## config.mk

```make
export PLATFORM = sky130hd
export DESIGN_NAME = postfix_expression_evaluator
export DESIGN_NICKNAME = d
export VERILOG_FILES = /design/src/design/pfe_pkg.sv /design/src/design/postfix_expression_evaluator.sv /design/src/design/pfe_alu.sv
export SDC_FILE = /design/constraint.sdc
export NUM_CORES = 2
export LEC_CHECK = 0
export ABC_AREA = 1
export ABC_CLOCK_PERIOD_IN_PS = 37500
export BUFFER_PORTS_ARGS = -buffer_cell sky130_fd_sc_hd__buf_2
export CAP_MARGIN = 10
export CORE_MARGIN = 5
export CORE_UTILIZATION = 50
export CTS_BUF_LIST = sky130_fd_sc_hd__clkbuf_8 sky130_fd_sc_hd__clkbuf_16
export CTS_CLUSTER_SIZE = 16
export DETAILED_ROUTE_END_ITERATION = 8
export HOLD_SLACK_MARGIN = 0.02
export PLACE_DENSITY = 0.65
export SKIP_LAST_GASP = 1
export SLEW_MARGIN = 20
export SYNTH_ARGS = -nofsm -noshare
export SYNTH_HDL_FRONTEND = slang
export SYNTH_SLANG_ARGS = --single-unit
export TNS_END_PERCENT = 20
```

## constraint.sdc

```tcl
create_clock -name aclk -period 37.5 [get_ports aclk]
set_input_delay 1.875 -clock aclk [delete_from_list [all_inputs] [get_ports aclk]]
set_output_delay 1.875 -clock aclk [all_outputs]
set_load 0.01 [all_outputs]
```

## src/design/pfe_pkg.sv

```systemverilog
// Shared types, constants and tables of the postfix expression evaluator.
`timescale 1ns / 1ps

package pfe_pkg;

    localparam int VAL_W           = 48;
    localparam int DEN_W           = 50;
    localparam int DIG_W           = 4;
    localparam int DEF_STACK_DEPTH = 32;
    localparam int DEF_FRAC_BITS   = 16;
    localparam int MAX_FRAC_DIGITS = 9;

    localparam logic [VAL_W-1:0] MAG_CAP = {1'b1, {(VAL_W-1){1'b0}}};
    localparam logic [VAL_W-1:0] VAL_MAX = {1'b0, {(VAL_W-1){1'b1}}};

    localparam logic [7:0] CH_PLUS  = 8'h2B;
    localparam logic [7:0] CH_MINUS = 8'h2D;
    localparam logic [7:0] CH_STAR  = 8'h2A;
    localparam logic [7:0] CH_SLASH = 8'h2F;
    localparam logic [7:0] CH_DOT   = 8'h2E;
    localparam logic [7:0] CH_SPACE = 8'h20;
    localparam logic [7:0] CH_ZERO  = 8'h30;
    localparam logic [7:0] CH_NINE  = 8'h39;

    typedef enum logic [2:0] {
        OP_ADD,
        OP_SUB,
        OP_MUL,
        OP_DIV,
        OP_CONV
    } alu_op_t;

    typedef struct packed {
        alu_op_t           op;
        logic [VAL_W-1:0]  lhs;
        logic [VAL_W-1:0]  rhs;
        logic [VAL_W-1:0]  conv_num;
        logic [DEN_W-1:0]  conv_den;
        logic              conv_neg;
    } alu_req_t;

    typedef enum logic [2:0] {
        AL_IDLE,
        AL_MUL,
        AL_DIV,
        AL_FIX,
        AL_DONE
    } alu_state_t;

    typedef enum logic [3:0] {
        ST_IDLE,
        ST_DISP,
        ST_OP,
        ST_POPB,
        ST_POPA,
        ST_CHECK,
        ST_EXEC,
        ST_PUSH,
        ST_FIN,
        ST_OUT
    } state_t;

    typedef enum logic [2:0] {
        PH_MINUS,
        PH_NUM,
        PH_TOK,
        PH_DONE,
        PH_END,
        PH_FIN
    } phase_t;

    function automatic logic [DEN_W-1:0] pow10(input logic [DIG_W-1:0] n);
        logic [DEN_W-1:0] p;
        unique case (n)
            4'd0:  p = 50'd1;
            4'd1:  p = 50'd10;
            4'd2:  p = 50'd100;
            4'd3:  p = 50'd1000;
            4'd4:  p = 50'd10000;
            4'd5:  p = 50'd100000;
            4'd6:  p = 50'd1000000;
            4'd7:  p = 50'd10000000;
            4'd8:  p = 50'd100000000;
            4'd9:  p = 50'd1000000000;
            4'd10: p = 50'd10000000000;
            4'd11: p = 50'd100000000000;
            4'd12: p = 50'd1000000000000;
            4'd13: p = 50'd10000000000000;
            4'd14: p = 50'd100000000000000;
            4'd15: p = 50'd1000000000000000;
            default: p = 50'd1;
        endcase
        return p;
    endfunction

endpackage

```

## src/design/postfix_expression_evaluator.sv

```systemverilog
// Top level: character parser, value stack and operator sequencer.
`timescale 1ns / 1ps
// Each character is taken in ST_IDLE and then stepped through the parser phases in ST_DISP.
// An operator or the end of a number waits on pfe_alu: a division or a number conversion runs
// the one bit-per-cycle long division, a multiply runs its 48-step shift-add instead, and an
// add or subtract needs neither.
// The last character adds up to one conversion or subtraction, then ST_FIN and ST_OUT before m_valid.
// Reset (aresetn low, synchronous) empties the stack and clears parser and output state.

module postfix_expression_evaluator #(
    parameter int STACK_DEPTH = pfe_pkg::DEF_STACK_DEPTH,
    parameter int FRAC_BITS   = pfe_pkg::DEF_FRAC_BITS
) (
    input  logic                              aclk,
    input  logic                              aresetn,
    input  logic                              s_valid,
    output logic                              s_ready,
    input  logic [7:0]                        s_char_code,
    input  logic                              s_last_char,
    output logic                              m_valid,
    input  logic                              m_ready,
    output logic signed [pfe_pkg::VAL_W-1:0]  m_value,
    output logic                              m_error
);
    import pfe_pkg::*;

    localparam int CNT_W = $clog2(STACK_DEPTH + 1);
    localparam int AW    = (STACK_DEPTH > 1) ? $clog2(STACK_DEPTH) : 1;
    localparam logic [VAL_W-1:0] INT_CAP = VAL_W'(1) << (VAL_W - 1 - FRAC_BITS);

    // Sequencer and parser state.
    state_t            state_reg, state_next;
    phase_t            phase_reg, phase_next;
    logic [7:0]        char_reg, char_next;
    logic              last_reg, last_next;
    logic [CNT_W-1:0]  count_reg, count_next;
    logic [VAL_W-1:0]  acc_reg, acc_next;
    logic [DIG_W-1:0]  frac_reg, frac_next;
    logic              in_num_reg, in_num_next;
    logic              in_frac_reg, in_frac_next;
    logic              neg_reg, neg_next;
    logic              pend_reg, pend_next;
    logic              err_reg, err_next;

    // Operand and result holding.
    alu_op_t           op_reg, op_next;
    logic [VAL_W-1:0]  a_reg, a_next;
    logic [VAL_W-1:0]  b_reg, b_next;
    logic [VAL_W-1:0]  cnum_reg, cnum_next;
    logic [DEN_W-1:0]  cden_reg, cden_next;
    logic              cneg_reg, cneg_next;
    logic [VAL_W-1:0]  res_reg, res_next;

    // Output register.
    logic              m_valid_reg, m_valid_next;
    logic [VAL_W-1:0]  m_value_reg, m_value_next;
    logic              m_error_reg, m_error_next;

    // Stack memory.
    logic [VAL_W-1:0]  stack_mem [STACK_DEPTH];
    logic [VAL_W-1:0]  rdata_reg;
    logic [AW-1:0]     rd_addr;
    logic              wr_en;

    // Arithmetic unit.
    alu_req_t          alu_req;
    logic              alu_start;
    logic              alu_done;
    logic [VAL_W-1:0]  alu_result;

    // Character decode.
    logic              is_digit;
    logic [DIG_W-1:0]  digit;
    logic [VAL_W+3:0]  acc_x10;
    logic [VAL_W-1:0]  take_acc;
    logic [DIG_W-1:0]  take_frac;
    logic              out_free;

    assign is_digit = (char_reg >= CH_ZERO) && (char_reg <= CH_NINE);
    assign digit    = DIG_W'(char_reg - CH_ZERO);
    assign acc_x10  = ({4'b0, acc_reg} << 3) + ({4'b0, acc_reg} << 1) + (VAL_W+4)'(digit);
    assign out_free = !m_valid_reg || m_ready;

    // Append one decimal digit: clamp the integer part, drop excess fraction digits.
    always_comb begin
        take_acc  = acc_reg;
        take_frac = frac_reg;
        if (!in_frac_reg) begin
            take_acc = (acc_x10 > (VAL_W+4)'(INT_CAP)) ? INT_CAP : acc_x10[VAL_W-1:0];
        end else if ((frac_reg < DIG_W'(MAX_FRAC_DIGITS)) && (acc_x10[VAL_W+3:VAL_W] == '0)) begin
            take_acc  = acc_x10[VAL_W-1:0];
            take_frac = frac_reg + 1'b1;
        end
    end

    // Next-state logic.
    always_comb begin
        state_next = state_reg;
        unique case (state_reg)
            ST_IDLE: begin
                if (s_valid) begin
                    state_next = ST_DISP;
                end
            end
            ST_DISP: begin
                if (err_reg) begin
                    state_next = last_reg ? ST_FIN : ST_IDLE;
                end else begin
                    unique case (phase_reg)
                        PH_MINUS: begin
                            if (pend_reg && !is_digit) begin
                                state_next = ST_OP;
                            end
                        end
                        PH_NUM: begin
                            if (in_num_reg && !is_digit
                                && !((char_reg == CH_DOT) && !in_frac_reg)) begin
                                state_next = ST_CHECK;
                            end
                        end
                        PH_TOK: begin
                            if ((char_reg == CH_PLUS) || (char_reg == CH_STAR)
                                || (char_reg == CH_SLASH)) begin
                                state_next = ST_OP;
                            end
                        end
                        PH_DONE: begin
                            if (!last_reg) begin
                                state_next = ST_IDLE;
                            end
                        end
                        PH_END: begin
                            if (pend_reg) begin
                                state_next = ST_OP;
                            end else if (in_num_reg) begin
                                state_next = ST_CHECK;
                            end
                        end
                        PH_FIN: begin
                            state_next = ST_FIN;
                        end
                        default: begin
                            state_next = ST_FIN;
                        end
                    endcase
                end
            end
            ST_OP: begin
                state_next = (count_reg < CNT_W'(2)) ? ST_DISP : ST_POPB;
            end
            ST_POPB: begin
                state_next = ST_POPA;
            end
            ST_POPA: begin
                state_next = ST_CHECK;
            end
            ST_CHECK: begin
                state_next = ((op_reg == OP_DIV) && (b_reg == '0)) ? ST_DISP : ST_EXEC;
            end
            ST_EXEC: begin
                if (alu_done) begin
                    state_next = ST_PUSH;
                end
            end
            ST_PUSH: begin
                state_next = ST_DISP;
            end
            ST_FIN: begin
                state_next = ST_OUT;
            end
            ST_OUT: begin
                if (out_free) begin
                    state_next = ST_IDLE;
                end
            end
            default: begin
                state_next = ST_IDLE;
            end
        endcase
    end

    // Datapath and control outputs.
    always_comb begin
        phase_next   = phase_reg;
        char_next    = char_reg;
        last_next    = last_reg;
        count_next   = count_reg;
        acc_next     = acc_reg;
        frac_next    = frac_reg;
        in_num_next  = in_num_reg;
        in_frac_next = in_frac_reg;
        neg_next     = neg_reg;
        pend_next    = pend_reg;
        err_next     = err_reg;
        op_next      = op_reg;
        a_next       = a_reg;
        b_next       = b_reg;
        cnum_next    = cnum_reg;
        cden_next    = cden_reg;
        cneg_next    = cneg_reg;
        res_next     = res_reg;
        m_valid_next = m_valid_reg && !m_ready;
        m_value_next = m_value_reg;
        m_error_next = m_error_reg;
        rd_addr      = '0;
        wr_en        = 1'b0;
        alu_start    = 1'b0;
        s_ready      = 1'b0;
        unique case (state_reg)
            ST_IDLE: begin
                s_ready    = 1'b1;
                char_next  = s_char_code;
                last_next  = s_last_char;
                phase_next = PH_MINUS;
            end
            ST_DISP: begin
                if (!err_reg) begin
                    unique case (phase_reg)
                        PH_MINUS: begin
                            phase_next = PH_NUM;
                            if (pend_reg) begin
                                pend_next = 1'b0;
                                if (is_digit) begin
                                    // Minus right before a digit: start a negative number.
                                    in_num_next  = 1'b1;
                                    in_frac_next = 1'b0;
                                    neg_next     = 1'b1;
                                    acc_next     = VAL_W'(digit);
                                    frac_next    = '0;
                                    phase_next   = PH_DONE;
                                end else begin
                                    op_next = OP_SUB;
                                end
                            end
                        end
                        PH_NUM: begin
                            phase_next = PH_TOK;
                            if (in_num_reg) begin
                                if (is_digit) begin
                                    acc_next   = take_acc;
                                    frac_next  = take_frac;
                                    phase_next = PH_DONE;
                                end else if ((char_reg == CH_DOT) && !in_frac_reg) begin
                                    in_frac_next = 1'b1;
                                    phase_next   = PH_DONE;
                                end else begin
                                    op_next      = OP_CONV;
                                    cnum_next    = acc_reg;
                                    cden_next    = pow10(frac_reg);
                                    cneg_next    = neg_reg;
                                    in_num_next  = 1'b0;
                                    in_frac_next = 1'b0;
                                    neg_next     = 1'b0;
                                    acc_next     = '0;
                                    frac_next    = '0;
                                end
                            end
                        end
                        PH_TOK: begin
                            phase_next = PH_DONE;
                            if (char_reg == CH_SPACE) begin
                                phase_next = PH_DONE;
                            end else if (is_digit) begin
                                in_num_next  = 1'b1;
                                in_frac_next = 1'b0;
                                neg_next     = 1'b0;
                                acc_next     = VAL_W'(digit);
                                frac_next    = '0;
                            end else if (char_reg == CH_MINUS) begin
                                pend_next = 1'b1;
                            end else if (char_reg == CH_PLUS) begin
                                op_next = OP_ADD;
                            end else if (char_reg == CH_STAR) begin
                                op_next = OP_MUL;
                            end else if (char_reg == CH_SLASH) begin
                                op_next = OP_DIV;
                            end else begin
                                err_next = 1'b1;
                            end
                        end
                        PH_DONE: begin
                            if (last_reg) begin
                                phase_next = PH_END;
                            end
                        end
                        PH_END: begin
                            phase_next = PH_FIN;
                            if (pend_reg) begin
                                pend_next = 1'b0;
                                op_next   = OP_SUB;
                            end else if (in_num_reg) begin
                                op_next      = OP_CONV;
                                cnum_next    = acc_reg;
                                cden_next    = pow10(frac_reg);
                                cneg_next    = neg_reg;
                                in_num_next  = 1'b0;
                                in_frac_next = 1'b0;
                                neg_next     = 1'b0;
                                acc_next     = '0;
                                frac_next    = '0;
                            end
                        end
                        PH_FIN: begin
                            phase_next = PH_FIN;
                        end
                        default: begin
                            phase_next = PH_FIN;
                        end
                    endcase
                end
            end
            ST_OP: begin
                // Underflow, else fetch the right operand from the top.
                if (count_reg < CNT_W'(2)) begin
                    err_next = 1'b1;
                end
                rd_addr = AW'(count_reg - 1'b1);
            end
            ST_POPB: begin
                b_next  = rdata_reg;
                rd_addr = AW'(count_reg - CNT_W'(2));
            end
            ST_POPA: begin
                a_next     = rdata_reg;
                count_next = count_reg - CNT_W'(2);
            end
            ST_CHECK: begin
                if ((op_reg == OP_DIV) && (b_reg == '0)) begin
                    err_next = 1'b1;
                end else begin
                    alu_start = 1'b1;
                end
            end
            ST_EXEC: begin
                if (alu_done) begin
                    res_next = alu_result;
                end
            end
            ST_PUSH: begin
                if (count_reg >= CNT_W'(STACK_DEPTH)) begin
                    err_next = 1'b1;
                end else begin
                    wr_en      = 1'b1;
                    count_next = count_reg + 1'b1;
                end
            end
            ST_FIN: begin
                rd_addr = '0;
            end
            ST_OUT: begin
                if (out_free) begin
                    m_valid_next = 1'b1;
                    if (err_reg || (count_reg != CNT_W'(1))) begin
                        m_value_next = '0;
                        m_error_next = 1'b1;
                    end else begin
                        m_value_next = rdata_reg;
                        m_error_next = 1'b0;
                    end
                    // Drop the expression state for the next one.
                    count_next   = '0;
                    acc_next     = '0;
                    frac_next    = '0;
                    in_num_next  = 1'b0;
                    in_frac_next = 1'b0;
                    neg_next     = 1'b0;
                    pend_next    = 1'b0;
                    err_next     = 1'b0;
                end
            end
            default: begin
                rd_addr = '0;
            end
        endcase
    end

    always_comb begin
        alu_req.op       = op_reg;
        alu_req.lhs      = a_reg;
        alu_req.rhs      = b_reg;
        alu_req.conv_num = cnum_reg;
        alu_req.conv_den = cden_reg;
        alu_req.conv_neg = cneg_reg;
    end

    pfe_alu #(
        .FRAC_BITS (FRAC_BITS)
    ) u_alu (
        .aclk    (aclk),
        .aresetn (aresetn),
        .start   (alu_start),
        .req     (alu_req),
        .done    (alu_done),
        .result  (alu_result)
    );

    // Stack memory: one write port, one registered read port.
    always_ff @(posedge aclk) begin
        if (wr_en) begin
            stack_mem[AW'(count_reg)] <= res_reg;
        end
        rdata_reg <= stack_mem[rd_addr];
    end

    always_ff @(posedge aclk) begin
        if (!aresetn) begin
            state_reg   <= ST_IDLE;
            phase_reg   <= PH_MINUS;
            count_reg   <= '0;
            acc_reg     <= '0;
            frac_reg    <= '0;
            in_num_reg  <= 1'b0;
            in_frac_reg <= 1'b0;
            neg_reg     <= 1'b0;
            pend_reg    <= 1'b0;
            err_reg     <= 1'b0;
            m_valid_reg <= 1'b0;
        end else begin
            state_reg   <= state_next;
            phase_reg   <= phase_next;
            count_reg   <= count_next;
            acc_reg     <= acc_next;
            frac_reg    <= frac_next;
            in_num_reg  <= in_num_next;
            in_frac_reg <= in_frac_next;
            neg_reg     <= neg_next;
            pend_reg    <= pend_next;
            err_reg     <= err_next;
            m_valid_reg <= m_valid_next;
        end
        char_reg    <= char_next;
        last_reg    <= last_next;
        op_reg      <= op_next;
        a_reg       <= a_next;
        b_reg       <= b_next;
        cnum_reg    <= cnum_next;
        cden_reg    <= cden_next;
        cneg_reg    <= cneg_next;
        res_reg     <= res_next;
        m_value_reg <= m_value_next;
        m_error_reg <= m_error_next;
    end

    assign m_valid = m_valid_reg;
    assign m_value = m_value_reg;
    assign m_error = m_error_reg;

    // Stack never holds more than its depth.
    assert property (@(posedge aclk) disable iff (!aresetn)
        count_reg <= CNT_W'(STACK_DEPTH))
        else $error("stack count beyond depth");

    // An error beat always carries a zero value.
    assert property (@(posedge aclk) disable iff (!aresetn)
        (m_valid && m_error) |-> (m_value == '0))
        else $error("error beat with nonzero value");

    // The arithmetic unit reports completion only while the sequencer waits on it.
    assert property (@(posedge aclk) disable iff (!aresetn)
        alu_done |-> (state_reg == ST_EXEC))
        else $error("arithmetic done outside execute");

    // No new character is taken while the unit is running.
    assert property (@(posedge aclk) disable iff (!aresetn)
        alu_start |=> !s_ready)
        else $error("input ready during arithmetic");

endmodule

```

## src/design/pfe_alu.sv

```systemverilog
// Iterative arithmetic unit: saturating add/sub, shift-add multiply, long division.
`timescale 1ns / 1ps

module pfe_alu #(
    parameter int FRAC_BITS = pfe_pkg::DEF_FRAC_BITS
) (
    input  logic                         aclk,
    input  logic                         aresetn,
    input  logic                         start,
    input  pfe_pkg::alu_req_t            req,
    output logic                         done,
    output logic [pfe_pkg::VAL_W-1:0]    result
);
    import pfe_pkg::*;

    localparam int NW     = VAL_W + FRAC_BITS;
    localparam int PROD_W = 2 * VAL_W;
    localparam int CNT_W  = $clog2(NW + 1);

    alu_state_t        state_reg, state_next;
    logic [CNT_W-1:0]  cnt_reg, cnt_next;
    logic [PROD_W-1:0] acc_reg, acc_next;
    logic [VAL_W-1:0]  ma_reg, ma_next;
    logic [VAL_W-1:0]  mb_reg, mb_next;
    logic [NW-1:0]     dvd_reg, dvd_next;
    logic [NW-1:0]     quo_reg, quo_next;
    logic [DEN_W-1:0]  rem_reg, rem_next;
    logic [DEN_W-1:0]  den_reg, den_next;
    logic              neg_reg, neg_next;
    logic              is_mul_reg, is_mul_next;
    logic [VAL_W-1:0]  res_reg, res_next;

    logic [VAL_W-1:0]  abs_l, abs_r;
    logic [VAL_W:0]    sum;
    logic [DEN_W:0]    rem_sh;
    logic [VAL_W-1:0]  mag;
    logic              hi_ovf;

    assign abs_l = req.lhs[VAL_W-1] ? (~req.lhs + 1'b1) : req.lhs;
    assign abs_r = req.rhs[VAL_W-1] ? (~req.rhs + 1'b1) : req.rhs;
    assign rem_sh = {rem_reg, dvd_reg[NW-1]};

    always_comb begin
        sum = (req.op == OP_SUB)
            ? ({req.lhs[VAL_W-1], req.lhs} - {req.rhs[VAL_W-1], req.rhs})
            : ({req.lhs[VAL_W-1], req.lhs} + {req.rhs[VAL_W-1], req.rhs});
    end

    // Cap the magnitude at 2^47 before the sign goes on.
    always_comb begin
        if (is_mul_reg) begin
            hi_ovf = |acc_reg[PROD_W-1:VAL_W+FRAC_BITS];
            mag = (hi_ovf || (acc_reg[VAL_W+FRAC_BITS-1:FRAC_BITS] > MAG_CAP))
                ? MAG_CAP : acc_reg[VAL_W+FRAC_BITS-1:FRAC_BITS];
        end else begin
            hi_ovf = |quo_reg[NW-1:VAL_W-1];
            mag = hi_ovf ? MAG_CAP : quo_reg[VAL_W-1:0];
        end
    end

    always_comb begin
        state_next  = state_reg;
        cnt_next    = cnt_reg;
        acc_next    = acc_reg;
        ma_next     = ma_reg;
        mb_next     = mb_reg;
        dvd_next    = dvd_reg;
        quo_next    = quo_reg;
        rem_next    = rem_reg;
        den_next    = den_reg;
        neg_next    = neg_reg;
        is_mul_next = is_mul_reg;
        res_next    = res_reg;
        unique case (state_reg)
            AL_IDLE: begin
                if (start) begin
                    unique case (req.op)
                        OP_ADD, OP_SUB: begin
                            if (sum[VAL_W] != sum[VAL_W-1]) begin
                                res_next = sum[VAL_W] ? ~VAL_MAX : VAL_MAX;
                            end else begin
                                res_next = sum[VAL_W-1:0];
                            end
                            state_next = AL_DONE;
                        end
                        OP_MUL: begin
                            ma_next     = abs_l;
                            mb_next     = abs_r;
                            acc_next    = '0;
                            neg_next    = req.lhs[VAL_W-1] ^ req.rhs[VAL_W-1];
                            is_mul_next = 1'b1;
                            cnt_next    = CNT_W'(VAL_W);
                            state_next  = AL_MUL;
                        end
                        OP_DIV: begin
                            dvd_next    = {abs_l, {FRAC_BITS{1'b0}}};
                            den_next    = DEN_W'(abs_r);
                            neg_next    = req.lhs[VAL_W-1] ^ req.rhs[VAL_W-1];
                            rem_next    = '0;
                            quo_next    = '0;
                            is_mul_next = 1'b0;
                            cnt_next    = CNT_W'(NW);
                            state_next  = AL_DIV;
                        end
                        default: begin
                            dvd_next    = {req.conv_num, {FRAC_BITS{1'b0}}};
                            den_next    = req.conv_den;
                            neg_next    = req.conv_neg;
                            rem_next    = '0;
                            quo_next    = '0;
                            is_mul_next = 1'b0;
                            cnt_next    = CNT_W'(NW);
                            state_next  = AL_DIV;
                        end
                    endcase
                end
            end
            AL_MUL: begin
                acc_next = {acc_reg[PROD_W-2:0], 1'b0}
                         + (mb_reg[VAL_W-1] ? PROD_W'(ma_reg) : '0);
                mb_next  = {mb_reg[VAL_W-2:0], 1'b0};
                cnt_next = cnt_reg - 1'b1;
                if (cnt_reg == CNT_W'(1)) begin
                    state_next = AL_FIX;
                end
            end
            AL_DIV: begin
                if (rem_sh >= {1'b0, den_reg}) begin
                    rem_next = DEN_W'(rem_sh - {1'b0, den_reg});
                    quo_next = {quo_reg[NW-2:0], 1'b1};
                end else begin
                    rem_next = rem_sh[DEN_W-1:0];
                    quo_next = {quo_reg[NW-2:0], 1'b0};
                end
                dvd_next = {dvd_reg[NW-2:0], 1'b0};
                cnt_next = cnt_reg - 1'b1;
                if (cnt_reg == CNT_W'(1)) begin
                    state_next = AL_FIX;
                end
            end
            AL_FIX: begin
                if (neg_reg) begin
                    res_next = ~mag + 1'b1;
                end else begin
                    res_next = mag[VAL_W-1] ? VAL_MAX : mag;
                end
                state_next = AL_DONE;
            end
            AL_DONE: begin
                state_next = AL_IDLE;
            end
            default: begin
                state_next = AL_IDLE;
            end
        endcase
    end

    always_ff @(posedge aclk) begin
        if (!aresetn) begin
            state_reg <= AL_IDLE;
        end else begin
            state_reg <= state_next;
        end
        cnt_reg    <= cnt_next;
        acc_reg    <= acc_next;
        ma_reg     <= ma_next;
        mb_reg     <= mb_next;
        dvd_reg    <= dvd_next;
        quo_reg    <= quo_next;
        rem_reg    <= rem_next;
        den_reg    <= den_next;
        neg_reg    <= neg_next;
        is_mul_reg <= is_mul_next;
        res_reg    <= res_next;
    end

    assign done   = (state_reg == AL_DONE);
    assign result = res_reg;

endmodule

```

==> results.ini <==
[power]
ir_drop_v=0.0000442
power.switching_mw=2.55
p_per_area_nw_per_um2=59.5
power_leakage_nw=48.3
switching_share_pct=33.1
p_seq_share_pct=44.9
p_int_mw=5.15
pwr-share-clk_pct=33.4
p_comb_share_pct=21.7

[grt]
antenna_found_initial=17
grt_pass1_vias=85100
grt_start_max_net_pins=268
grt_pass1_wl_um=568000
grt.total_usage_pct=31.3
grt_remaining_overflow=0

[floorplanning]
ios=64
die_w_um=494
die_y_um=494
start_util_pct=50.3
fp.dieArea_um2=244000
placementRows=177
core_um2=233000

[finish]
final_nets=11900
drive_gt1_share_pct=6.01
fillCellCount=20200
multiInputGateArea_um2=39200
register_area_um2=72200
syn_to_final_growth_pct=10.3
final_cells=15000
largest_reg_flops=1536

[routing]
wl_per_cell_um=26.4
vias_per_cell=6.05
dr.pass1.iters=6
routed_wl_um=395000
drt_iter0_markers=11100
vias=90500
ant_nets=0
drc_errors=0

[clocking]
h-tree-depth=5
cts_root_buffer=clkbuf_16
cts_resized=0
cts_setup_buffers=0
cts_sinks=2458
cts_made_buffers=279
path_clk_slew_ps=60
clock_path_buffers=4
cts_tree=built
hold_buffers=0
clk_latency_ps=970

[timing]
worst_clock_skew_ps=98.6
fmax_mhz=159
final.min_clock_period_ps=6280
tns_ps=0
finalCritPeriodShare_pct=16.8
rsz0062_at_grt=false
relSlewSlack_pct=23.0
maxSlewViolCount=0
hold_viol_final=0
setup_viol=0
worst_slew_pin_slew_ps=1150

[worst_setup_path]
path_class=reg2reg
crit_path_end_kind=flip-flop
worstPathRequired_ps=38350
critPathLaunchType=flip-flop
worstPathArrival_ps=7130
crit_fanout=174

[synth]
yosysSeqAreaShare_pct=61.6
ys_async_sr_fraction_pct=0
synth_cell_type_count=72
synthCells=11700
syn_area_um2=117000
yosys_register_bits=2458
yosysMostFrequentCell=edfxtp_1
synth_largest_area_cell=edfxtp_1
post-synth-top-area-fraction_pct=58.7
synth_top_flop_cell=edfxtp_1
synth_warnings=0
synthTopCellsByCount=edfxtp_1, nand2_1, nor2_1
avgSynthCellArea_um2=10.0
synth-edff-count=2293
synth_area_leaders=edfxtp_1, nand2_1, nor2_1
syn_nets=12000

[run_status]
outcome=complete, no violations

[run]
drv_cap=0

[placement]
place_inst=14500
hpwl_um=256000
portBuffers=63
gp_congestion=0.997

[hold_path]
min_path_type=reg2reg

power groups by stage:
stage | Sequential, mW | Combinational, mW | Clock (mW)
after floorplan | 3.35 | 1.14 | 0
after global placement | 3.50 | 1.62 | 0
after detailed placement | 3.50 | 1.64 | 0
after CTS | 3.45 | 1.65 | 2.59
after global routing | 3.46 | 1.83 | 2.71
final | 3.46 | 1.67 | 2.57
worst max-delay path: stages, from the launching register on:
cell and delay (ps):
dfxtp_1 420, nor2_1 80, inv_2 140, nor3_2 60, buf_4 190, nand2_1 110, nand2_4 370, inv_8 720
buf_4 770, buf_12 430, buf_16 390, buf_4 900, o21ai_0 180, o221ai_1 280, nand3_1 130, nand2_1 130
nor2_1 50, a31oi_1 170
final timing paths:
path | from | to | slack (ps) | depth (start not counted)
worst max-delay path | state_reg[2] | rdata_reg[42] | 31220 | 17
worst max register to register | state_reg[2] | rdata_reg[42] | 31220 | 17
worst min register to register | flip-flop | cden_reg[26] | 390 | 0
worst min-delay path | flip-flop | cden_reg[26] | 390 | 0
cell usage in the layout (no fill, tap or decap), drive strengths merged, types with 48 or more instances in the layout:
cell type | synthesis | layout
edfxtp | 2293 | 2293
a31oi | 126 | 126
nor2 | 1834 | 1834
nor3 | 124 | 124
nor4 | 48 | 48
xor2 | 119 | 119
xnor2 | 77 | 77
a21oi | 489 | 489
inv | 1086 | 1159
o22ai | 59 | 59
dfxtp | 165 | 165
buf | 115 | 192
ha | 267 | 267
o21ai | 1323 | 1323
clkbuf | 416 | 294
o221ai | 339 | 339
nand4 | 134 | 134
clkinv | 8 | 95
o211ai | 60 | 60
nand2 | 1914 | 1914
nand3 | 489 | 489
cell families after synthesis:
family                     share of synthesized area (%)
and+or+nand+nor                                     16.1
AOI/OAI and AO/OA                                   12.5
DFF                                                 61.6
buffers and inverters                               5.36
adders and majority gates                           2.94
xor gates and xnor gates                            1.47
metrics by stage:
| stage | cell area, um2 | power [mW] | setup WS [ps] | utilization (%) | hold WS [ps] |
|---|---|---|---|---|---|
| finish | 129000 | 7.70 | 31220 | 55.5 | 394 |
| global route | 129000 | 8.00 | 30900 | 55.5 | 403 |
| CTS | 129000 | 7.69 | 31400 | 55.5 | 386 |
| detailed placement | 121000 | 5.14 | 31430 | 51.8 | 389 |
| global placement | 121000 | 5.12 | 31490 | 51.8 | 386 |
| floorplan | 117000 | 4.49 | 23860 | - | 386 |
layout make-up:
cell class | instances | area share, %
repair buffers | 192 | 1.12
clock inverters | 183 | 0.948
flip-flops and latches | 2458 | 55.8
multi-input cells | 7600 | 30.3
inverters | 1094 | 3.20
well taps | 3132 | 3.03
diodes | 10 | 0.0193
clock buffers | 294 | 5.60
routing by layer:
metal / track usage (%) / routed length [um] / up-vias
met5: 0 / 43 / -
met4: 13.5 / 19600 / 8
met3: 5.05 / 34500 / 887
met2: 49.8 / 181000 / 4542
met1: 42.9 / 160000 / 44200
li1: - / - / 40900
Note: power is estimated with default switching activity, not from simulation.
